### src/hw/rtl/awm_pkg.sv
package awm_pkg;

    typedef struct packed {
        logic       shift_s;
        logic       shift_p;
        logic       fill;
        logic [1:0] chan;
    } t_cell_ctl;

    typedef enum logic [7:0] {
        S_IDLE  = 8'b0000_0001,
        S_SCAN  = 8'b0000_0010,
        S_DIVF  = 8'b0000_0100,
        S_FILL  = 8'b0000_1000,
        S_DIVW  = 8'b0001_0000,
        S_PUSHP = 8'b0010_0000,
        S_DIVP  = 8'b0100_0000,
        S_OUT   = 8'b1000_0000
    } t_state;

endpackage

### src/hw/rtl/awm_div.sv
module awm_div
    import awm_pkg::*;
#(
    parameter int NUMW = 21,
    parameter int SB   = 12,
    parameter int D0   = 64,
    parameter int D1   = 256
) (
    input  logic            i_clk,
    input  logic            i_rst_n,
    input  logic            i_start,
    input  logic            i_sel,
    input  logic [NUMW-1:0] i_num,
    output logic            o_done,
    output logic [SB-1:0]   o_q
);

    localparam int L0 = $clog2(D0);
    localparam int L1 = $clog2(D1);
    localparam int K0 = NUMW + L0;
    localparam int K1 = NUMW + L1;
    localparam int MW = NUMW + 1;
    localparam int PW = NUMW + MW;
    localparam logic [63:0] M0 = ((64'd1 << K0) + 64'(D0) - 64'd1) / 64'(D0);
    localparam logic [63:0] M1 = ((64'd1 << K1) + 64'(D1) - 64'd1) / 64'(D1);

    logic [MW-1:0] w_m;
    logic [PW-1:0] w_prod;
    logic [SB-1:0] w_q;
    logic [SB-1:0] r_q;
    logic          r_done;

    // quotient by reciprocal multiplication, exact for every numerator of NUMW bits
    assign w_m    = i_sel ? M1[MW-1:0] : M0[MW-1:0];
    assign w_prod = PW'(i_num) * PW'(w_m);
    assign w_q    = i_sel ? SB'(w_prod >> K1) : SB'(w_prod >> K0);

    always_ff @(posedge i_clk) begin
        if (!i_rst_n) begin
            r_done <= 1'b0;
        end else begin
            r_done <= i_start;
        end
    end

    always_ff @(posedge i_clk) begin
        if (i_start) r_q <= w_q;
    end

    assign o_done = r_done;
    assign o_q    = r_q;

endmodule

### config.mk
export PLATFORM = sky130hd
export DESIGN_NAME = awm_div
export DESIGN_NICKNAME = d
export VERILOG_FILES = /design/src/hw/rtl/awm_pkg.sv /design/src/hw/rtl/awm_div.sv
export SDC_FILE = /design/constraint.sdc
export NUM_CORES = 1
export LEC_CHECK = 0
export BUFFER_PORTS_ARGS = -buffer_cell sky130_fd_sc_hd__buf_2
export CAP_MARGIN = 20
export CORE_UTILIZATION = 35
export DETAILED_ROUTE_END_ITERATION = 7
export PLACE_DENSITY = 0.81
export SYNTH_ARGS = -nofsm -noshare
export SYNTH_HDL_FRONTEND = slang
export SYNTH_SLANG_ARGS = --single-unit
### constraint.sdc
create_clock -name i_clk -period 0.8 [get_ports i_clk]
set_input_delay 0 -clock i_clk [delete_from_list [all_inputs] [get_ports i_clk]]
set_output_delay 0 -clock i_clk [all_outputs]
set_load 0.03 [all_outputs]
# After elaboration in Yosys (flattened, before gate mapping)
# Cells that the tools add are included.
# word_totals
reg_bits	13
inputBits	25
out_inout_bits	13
wordCells	3
# classes
mux	1
# ops
op	n
$mux 12	1

# Longest topological paths before layout
# depth
word_depth	1
ltp_mapped	2
depth_no_buf	1

# Least setup slack after synthesis
# Ideal clock, no wire load.
# synth_timing
path_type	input-to-reg
startpoint	in i_sel
endpoint	reg r_q[0] (netlist: o_q[0]), data pin
setup_ns	0.260
t_arrival_ns	0.436
required_time_ns	0.540
setup_slack_ns	0.104
cell_stages	2
n_path_buf	1
cell_sequence	buf_6 -> mux2_4
# synth_via
elab_chain_cells	1
# synth_rtl
element	line	text
from (decl)	awm_div.sv:12	input logic i_sel,
$mux 12	awm_div.sv:36	assign w_q = i_sel ? SB'(w_prod >> K1) : SB'(w_prod >> K0);
named net w_q[0]	awm_div.sv:29	logic [SB-1:0] w_q;
to (signal assigned)	awm_div.sv:47	if (i_start) r_q <= w_q;
to (decl)	awm_div.sv:30	logic [SB-1:0] r_q;
# The timed path passes the listed nets, and every way through them passes these cells.
# A chain may end at the register's enable or synchronous reset.

# Final worst setup path
# layout_timing
startpoint	reg r_q[10] (netlist: o_q[10])
endpoint	out o_q[10]
# layout_lines
element	line	text
to (decl)	awm_div.sv:15	output logic [SB-1:0] o_q
# No word-level cell between the ends.

==> results.sh <==
export IMPL_clock_path_buffers=2
export IMPL_synthTopCellsByCount="edfxtp_1, mux2_4, mux2_2"
export IMPL_cts_setup_buffers=0
export IMPL_cp_data_arrival_time_ps=830
export IMPL_violations="negative setup slack"
export IMPL_synth_largest_area_cell="edfxtp_1"
export IMPL_seq_area_frac_synth_pct=66.67
export IMPL_initial_utilization_pct=37.87
export IMPL_via_per_inst=4.444
export IMPL_yosysMostFrequentCell="edfxtp_1"
export IMPL_syn_cell_area_um2=570.5
export IMPL_yosys_warnings=0
export IMPL_hold_ws_ps=38.12
export IMPL_rsz0062_at_grt="true"
export IMPL_async_flop_share_pct=0
export IMPL_grt_pass1_vias=369
export IMPL_synth_fp_nets=52
export IMPL_clkTransAtPathRegs_ps=70
export IMPL_cp_top_family="flip-flops"
export IMPL_hold_depth=2
export IMPL_tritoncts="yes"
export IMPL_ant_nets=0
export IMPL_first_iter_violations=13
export IMPL_slew_violations=0
export IMPL_synth_main_ff_cell="edfxtp_1"
export IMPL_path_cells="buf_6"
export IMPL_yosys_top_cells_area="edfxtp_1, mux2_4, mux2_2"
export IMPL_track_usage_pct=11.59
export IMPL_drc_errors=0
export IMPL_timing_fmax_mhz=1204
export IMPL_grt_max_degree=14
export IMPL_place_congestion=0.7506
export IMPL_tightestPinTransition_ps=266.7
export IMPL_cellLeakagePower_nw=0.4010
export IMPL_synth_avg_cell_area_um2=21.13
export IMPL_slew_headroom_pct=82.22
export IMPL_setup_viol=2
export IMPL_antenna_found_initial=0
export IMPL_worstSetupPathType="reg2out"
export IMPL_fin_nets=91
export IMPL_dieArea_um2=1796
export IMPL_synth_cell_types=6
export IMPL_period_minus_slack_ps=830.2
export IMPL_synth_edff_count=12
export IMPL_synth_xor_xnor_area_share_pct=0
export IMPL_htreeDepth=1
export IMPL_place_area_um2=759.5
export IMPL_hp_class="in2reg"
export IMPL_drive_above_1_share_pct=75.38
export IMPL_cts_root_buf="clkbuf_4"
export IMPL_overflow=0
export IMPL_fp_dieH_um=42.38
export IMPL_clkSinkCount=13
export IMPL_peakVddDrop_mv=0.6126
export IMPL_numPortBuffers=30
export IMPL_wl_per_cell_um=11.67
export IMPL_wl_um=945
export IMPL_synth_top_area_share_pct=63.16
export IMPL_critPathRequiredTime_ps=800
export IMPL_status="complete, but fails checks"
export IMPL_grt_pass1_wl_um=1538
export IMPL_path_buf_inv=1
export IMPL_die_w_um=42.38
export IMPL_slowest_delay_ps=410
export IMPL_synthCells=27
export IMPL_fin_ws_ps=-30.24
export IMPL_powerDensity_nw_per_um2=1865
export IMPL_fin_crit_sh_pct=103.8
export IMPL_whs_endpoint="o_q[0]$_DFFE_PP_"
export IMPL_synth_compound_area_share_pct=0
export IMPL_crit_path_end_kind="primary output"
export IMPL_start_kind="flip-flop"
export IMPL_finalPower_mw=1.624
export IMPL_via_count=360
export IMPL_dr_pass1_iters=2
export IMPL_rows=14
export IMPL_yosys_register_bits=13
export IMPL_synth_fa_ha_area_share_pct=0
export IMPL_cts_made_buffers=3
export IMPL_final_util_pct=57.81
export IMPL_hold_violations=0
export IMPL_antenna_cells=0
export IMPL_coreArea_um2=1506
export IMPL_synth_mux_area_fraction_pct=30.26
export IMPL_fin_area_um2=870.8
export IMPL_hold_start="i_num[6]"
export IMPL_synth_top_family_by_area="multiplexers"
export IMPL_place_ws_ps=-60.26
export IMPL_cp_max_fo=1
export IMPL_syn2layout_area_growth_pct=52.63
export IMPL_cap_violations=0
export IMPL_synthSimpleGateAreaFrac_pct=1.096
export IMPL_critPathSlowestCell="edfxtp_1"
export IMPL_pin_count=38
worst max-delay path by stage:
stage	from	end	slack, ps	cells past startpoint
final	o_q[10]$_DFFE_PP_	o_q[10]	-30	1
after global routing	o_q[10]$_DFFE_PP_	o_q[10]	-60	1
after CTS	o_q[1]$_DFFE_PP_	o_q[1]	-10	1
after detailed placement	i_sel	o_q[4]$_DFFE_PP_	-60	3
after global placement	i_sel	o_q[0]$_DFFE_PP_	-40	3
after floorplan	i_sel	o_q[0]$_DFFE_PP_	100	2
timing repair:
item | in CTS | in global routing
gates resized for setup | 22 | 3
endpoints found under the setup margin | 11 | 12
hold endpoints to repair | 1 | 0
hold buffers | 1 | 0
area by class of cell:
| type | instances | area [um^2] |
|---|---|---|
| Clock buffer | 4 | 26.28 |
| Timing Repair Buffer | 35 | 265.3 |
| Multi-Input combinational cell | 13 | 178.9 |
| Tap cell | 16 | 20.02 |
| Fill cell | 120 | 635.6 |
| Sequential cell | 13 | 380.4 |
cells in the final DEF, fill, tap and decap left out, drive strengths merged:
| cell | n |
|---|---|
| clkbuf | 4 |
| edfxtp | 12 |
| dfxtp | 1 |
| and2 | 1 |
| buf | 34 |
| mux2 | 12 |
| dlygate4sd3 | 1 |
per-layer routing:
layer	GRT usage, %	up-vias	wire, um
met3	1.293	0	30
li1	-	180	-
met2	22.15	14	560
met1	12.32	166	354
met5	0	-	0
met4	5.625	0	0
logic make-up after synthesis:
group | count (synthesis)
buffers and inverters | 1
flip-flops | 13
multiplexers | 12
AND/OR/NAND/NOR | 1
power breakdown:
group	internal (mW)	total, mW	switching, mW
registers	0.813	0.840	0.0268
clock network	0.192	0.374	0.181
logic	0.214	0.410	0.196
total	1.22	1.62	0.404
through the flow:
step / TNS (ps) / std cells
final: -31.09 / 81
after global routing: -366.7 / 81
after CTS: -38.03 / 81
after detailed placement: -441.1 / 76
after global placement: -323.8 / 76
after floorplan: 0 / 27
registers in the layout, indices dropped and copies added (netlist names):
name,flops
o_done,1
o_q,12
(Power assumes the default switching activity.)
