<file path="src/hw/rtl/awm_pkg.sv">
package awm_pkg;

    typedef struct packed {
        logic       shift_s;
        logic       shift_p;
        logic       fill;
        logic [1:0] chan;
    } t_cell_ctl;

    typedef enum logic [7:0] {
        S_IDLE  = 8'b0000_0001,
        S_SCAN  = 8'b0000_0010,
        S_DIVF  = 8'b0000_0100,
        S_FILL  = 8'b0000_1000,
        S_DIVW  = 8'b0001_0000,
        S_PUSHP = 8'b0010_0000,
        S_DIVP  = 8'b0100_0000,
        S_OUT   = 8'b1000_0000
    } t_state;

endpackage

</file>
<file path="src/hw/rtl/awm_cell.sv">
module awm_cell
    import awm_pkg::*;
#(
    parameter int NC = 4,
    parameter int SB = 12
) (
    input  logic                   i_clk,
    input  logic                   i_rst_n,
    input  t_cell_ctl              i_ctl,
    input  logic [SB-1:0]          i_fill_val,
    input  logic [NC-1:0][SB-1:0]  i_s_next,
    input  logic [NC-1:0][SB-1:0]  i_p_next,
    output logic [NC-1:0][SB-1:0]  o_s,
    output logic [NC-1:0][SB-1:0]  o_p
);

    logic [NC-1:0][SB-1:0] r_s;
    logic [NC-1:0][SB-1:0] r_p;

    always_ff @(posedge i_clk) begin
        if (!i_rst_n) begin
            r_s <= '0;
            r_p <= '0;
        end else begin
            for (int j = 0; j < NC; j++) begin
                if (int'(i_ctl.chan) == j) begin
                    if (i_ctl.fill) begin
                        r_s[j] <= i_fill_val;
                        r_p[j] <= i_fill_val;
                    end else begin
                        if (i_ctl.shift_s) r_s[j] <= i_s_next[j];
                        if (i_ctl.shift_p) r_p[j] <= i_p_next[j];
                    end
                end
            end
        end
    end

    assign o_s = r_s;
    assign o_p = r_p;

endmodule

</file>
<file path="config.mk">
export PLATFORM = sky130hd
export DESIGN_NAME = awm_cell
export DESIGN_NICKNAME = d
export VERILOG_FILES = /design/src/hw/rtl/awm_pkg.sv /design/src/hw/rtl/awm_cell.sv
export SDC_FILE = /design/constraint.sdc
export NUM_CORES = 1
export LEC_CHECK = 0
export BUFFER_PORTS_ARGS = -buffer_cell sky130_fd_sc_hd__clkbuf_2
export CAP_MARGIN = 40
export CORE_ASPECT_RATIO = 0.7
export CORE_MARGIN = 1
export CORE_UTILIZATION = 43
export CTS_CLUSTER_SIZE = 25
export DETAILED_ROUTE_END_ITERATION = 16
export GPL_ROUTABILITY_DRIVEN = 0
export PLACE_DENSITY = 0.77
export SLEW_MARGIN = 10
export SYNTH_ARGS = -nofsm -noshare
export SYNTH_HDL_FRONTEND = slang
export SYNTH_SLANG_ARGS = --single-unit
</file>
<file path="constraint.sdc">
create_clock -name i_clk -period 1.25 [get_ports i_clk]
set_input_delay 0.125 -clock i_clk [delete_from_list [all_inputs] [get_ports i_clk]]
set_output_delay 0.125 -clock i_clk [all_outputs]
set_load 0.05 [all_outputs]
</file>
======== Yosys cells after proc, flatten, opt, wreduce, memory -nomap -nowiden ========
Index checks and enable logic that the tools add are counted.
storage, ports and cells
  output and inout bits ................... 96
  bits in registers ....................... 96
  input port bits ......................... 115
  word-level logic and storage cells ...... 38
cells by class
  eq/ne operators ......................... 3
  muxes and demuxes ....................... 16
  reductions and logical operators ........ 11
operator list
  cell                                                                    count
  12-bit 2-to-1 mux                                                       16
  2-bit AND reduction                                                     8
  2-bit equality test (second input constant)                             2
  2-bit nonzero test                                                      2
  2-bit by 1-bit equality test with 1-bit output (second input constant)  1
  2-bit zero test                                                         1

======== Depth between registers and ports, before layout ========
  depth after elaboration ................. 2
  mapped depth ............................ 6
  mapped depth without buffers ............ 3

======== Least setup slack after synthesis ========
No wires, ideal clock.
  path type ............................... input -> register
  start ................................... input i_ctl[2] in the netlist's numbering
  end ..................................... register r_p, in the netlist o_p[10]
  buffers on the path ..................... 3
  required time ........................... 1.134 ns
  stages on the path ...................... 6
  arrival ................................. 1.059 ns
  setup slack ............................. 0.075 ns
  library setup time ...................... 0.116 ns
  cells stage by stage .................... buf_6 or2_1 buf_6 and2_4 buf_6 o211a_1
between the ends
  word-level cells in the longest chain between the ends .. 2
  elaborated cells between the ends (all ways) .. 3
  those cells by class .................... 1 x mux; 2 x reduce/logical
ends and longest elaborated chain
  element                               line            RTL
  from (decl)                           awm_cell.sv:9   input t_cell_ctl i_ctl,
  2-bit nonzero test (no source line)   n/a
  2-bit AND reduction (no source line)  n/a
  to (signal, indexed assignment)       awm_cell.sv:29  r_p[j] <= i_fill_val;
  to (signal, indexed assignment)       awm_cell.sv:32  if (i_ctl.shift_p) r_p[j] <= i_p_next[j];
  to (decl)                             awm_cell.sv:18  logic [NC-1:0][SB-1:0] r_p;
Several ways; a longest one is shown, not always the timed one.
A chain may end at the register's enable or synchronous reset.

======== Worst setup path after layout ========
  start ................................... register r_p, in the netlist o_p[25]
  end ..................................... output o_p[25] in the netlist's numbering
RTL lines
  element    line            RTL
  to (decl)  awm_cell.sv:14  output logic [NC-1:0][SB-1:0] o_p
No word-level cell between the ends.

==> results.json <==
{
  "status": "completed",
  "synth_area_um2": 4690,
  "synth-compound-area-share_pct": 20.9,
  "ff2ff_path_depth": 1,
  "p_leak_nw": 3.95,
  "fin_nets": 755,
  "path_cells": "clkbuf_2",
  "hold_buffers": 0,
  "num_vias": 4440,
  "p_per_area_nw_per_um2": 1320,
  "endpoint_kind": "output pin",
  "synth-seq-cells": 96,
  "holdCritPathClass": "input port to register",
  "die-width_um": 127,
  "area_delta_synth_final_pct": 31.2,
  "grt_max_degree": 49,
  "worstPathMaxFanout": 2,
  "stdcell_area_um2": 6150,
  "relSlewSlack_pct": 68.5,
  "r2r-end": "o_s[26]",
  "synth_top_family_by_area": "compound AO/OA/AOI/OAI gates",
  "synth_area_per_cell_um2": 10.3,
  "tightest_slew_ns": 0.472,
  "cts_sinks": 96,
  "cts_root_buffer": "clkbuf_16",
  "setup_viol": 0,
  "tns_ns": 0,
  "cts-resized-gates": 0,
  "synth-xor-area-share_pct": 0,
  "cts_tree": "done",
  "synth-adder-area-share_pct": 0,
  "io_buffers": 210,
  "fin_util_pct": 58.8,
  "synthMuxAreaShare_pct": 20.5,
  "r2r_start": "o_s[26]",
  "core_region_area_um2": 10500,
  "worst_slack_ns": 0.131,
  "yosysSeqAreaShare_pct": 41.0,
  "holdPathEnd": "o_s[42]",
  "grt_pass1_vias": 4071,
  "wl_per_cell_um": 19.6,
  "synth_area_leaders": "dfxtp_1 41%, o211a_1 21%, mux2i_1 20%, nand3_1 7.7%, clkbuf_1 2.2%",
  "synth_top_cell_by_area": "dfxtp_1",
  "crit_required_ns": 1.12,
  "syn-num-nets": 572,
  "n_antenna_cell": 0,
  "rows": 31,
  "synthSimpleGateAreaFrac_pct": 11.2,
  "grt_use_total_pct": 26.5,
  "worst_clock_skew_ns": 0,
  "dieArea_um2": 11300,
  "htreeDepth": 3,
  "clock_latency_ns": 0.33,
  "syn_inst": 457,
  "layoutNonFillerInstCount": 776,
  "worstSetupPathType": "register to output pin",
  "layout_common_cells": "208 x clkbuf_2, 98 x o211a_1, 96 x mux2i_1, 96 x dfxtp_1, 72 x nand3_1",
  "start_kind": "register",
  "finalCriticalPeriod_ns": 1.12,
  "drtIter0Drc": 245,
  "rsz0062_at_grt": "no",
  "vias_per_cell": 5.72,
  "wl_um": 15200,
  "final_common_cell": "clkbuf_2",
  "maxCapViolations": 0,
  "cp_num_buf_inv": 1,
  "placed_area_um2": 5860,
  "power_mw": 8.13,
  "max_stage_delay_ns": 0.36,
  "clock_path_buffers": 2,
  "hold_depth": 4,
  "drive_above_1_share_pct": 38.8,
  "ir_drop_uv": 644,
  "die_h_um": 89.4,
  "antenna_found_initial": 0,
  "crit_arrival_ns": 0.99,
  "crit_family": "flip-flops",
  "path_clk_slew_ns": 0.07,
  "grt_pass1_wl_um": 22500,
  "post-cts-setup-buffer-count": 0,
  "drc": 0,
  "drtAntennaViolNets": 0,
  "pre_cts_ws_ns": -0.0714,
  "slowest_stage": "dfxtp_1",
  "ios": 211,
  "initial_utilization_pct": 44.8,
  "finalMaxSlewViolations": 0,
  "cts_made_buffers": 9,
  "ys_types": 15,
  "final_hold_viol_count": 0,
  "synth_top_area_share_pct": 41.0,
  "fin_hold_ws_ns": 0.131,
  "grt.overflow.total": 0,
  "min_from": "i_s_next[42]",
  "dp.final_hpwl_um": 10800,
  "ys.warnings.count": 0,
  "fillCellCount": 928,
  "fin_crit_sh_pct": 89.5,
  "placedCellCount": 761,
  "r2r_setup_slack_ns": 0.59,
  "fmax_mhz": 894,
  "first_pass_iters": 4
}
cells by family after synthesis:
family,after synthesis
simple gates,107
compound gates,98
mux,96
flops,96
buf+inv,60
cells in the mapped netlist:
| cell | n |
|---|---|
| and2_1 | 4 |
| and2_4 | 2 |
| buf_1 | 6 |
| buf_2 | 16 |
| buf_4 | 5 |
| buf_6 | 5 |
| clkbuf_1 | 28 |
| dfxtp_1 | 96 |
| mux2i_1 | 96 |
| nand2_1 | 24 |
| nand3_1 | 72 |
| nor2_2 | 1 |
| nor2b_1 | 2 |
| o211a_1 | 98 |
| or2_1 | 2 |
state kept, by name, summed over array words and instances, names as in the netlist:
signal,count
o_p,48
o_s,48
area by class of cell:
class | count | area [um2] | share of cell area (%)
Clock buffer | 12 | 246 | 4.01
Clock inverter | 3 | 42.5 | 0.691
Multi-Input combinational cell | 301 | 2470 | 40.2
Sequential cell | 96 | 1920 | 31.2
Tap cell | 132 | 165 | 2.68
Timing Repair Buffer | 232 | 1310 | 21.2
worst max-delay path by stage:
stage	slack, ns	cells after the start	from	endpoint
final	0.13	1	o_p[25]	o_p[25]
after global routing	0.09	1	o_p[12]	o_p[12]
after CTS	0.12	1	o_p[25]	o_p[25]
after detailed placement	-0.07	4	i_ctl[2]	o_p[28]
after global placement	-0.03	4	i_ctl[2]	o_s[13]
after floorplan	0.07	6	i_ctl[2]	o_p[10]
power by group:
part / switching [mW] / total, mW / internal (mW)
Clock: 1.14 / 2.73 / 1.59
Combinational: 1.36 / 2.01 / 0.658
Sequential: 0.118 / 3.38 / 3.26
Total: 2.61 / 8.13 / 5.51
per-layer routing:
layer	vias to the layer above	global-route usage, %	routed length, um
met5	-	0	0
met4	0	8.77	230
met3	23	7.30	1320
met2	226	43.6	7080
met1	2133	33.9	6610
li1	2058	-	-
(Power assumes the default switching activity.)
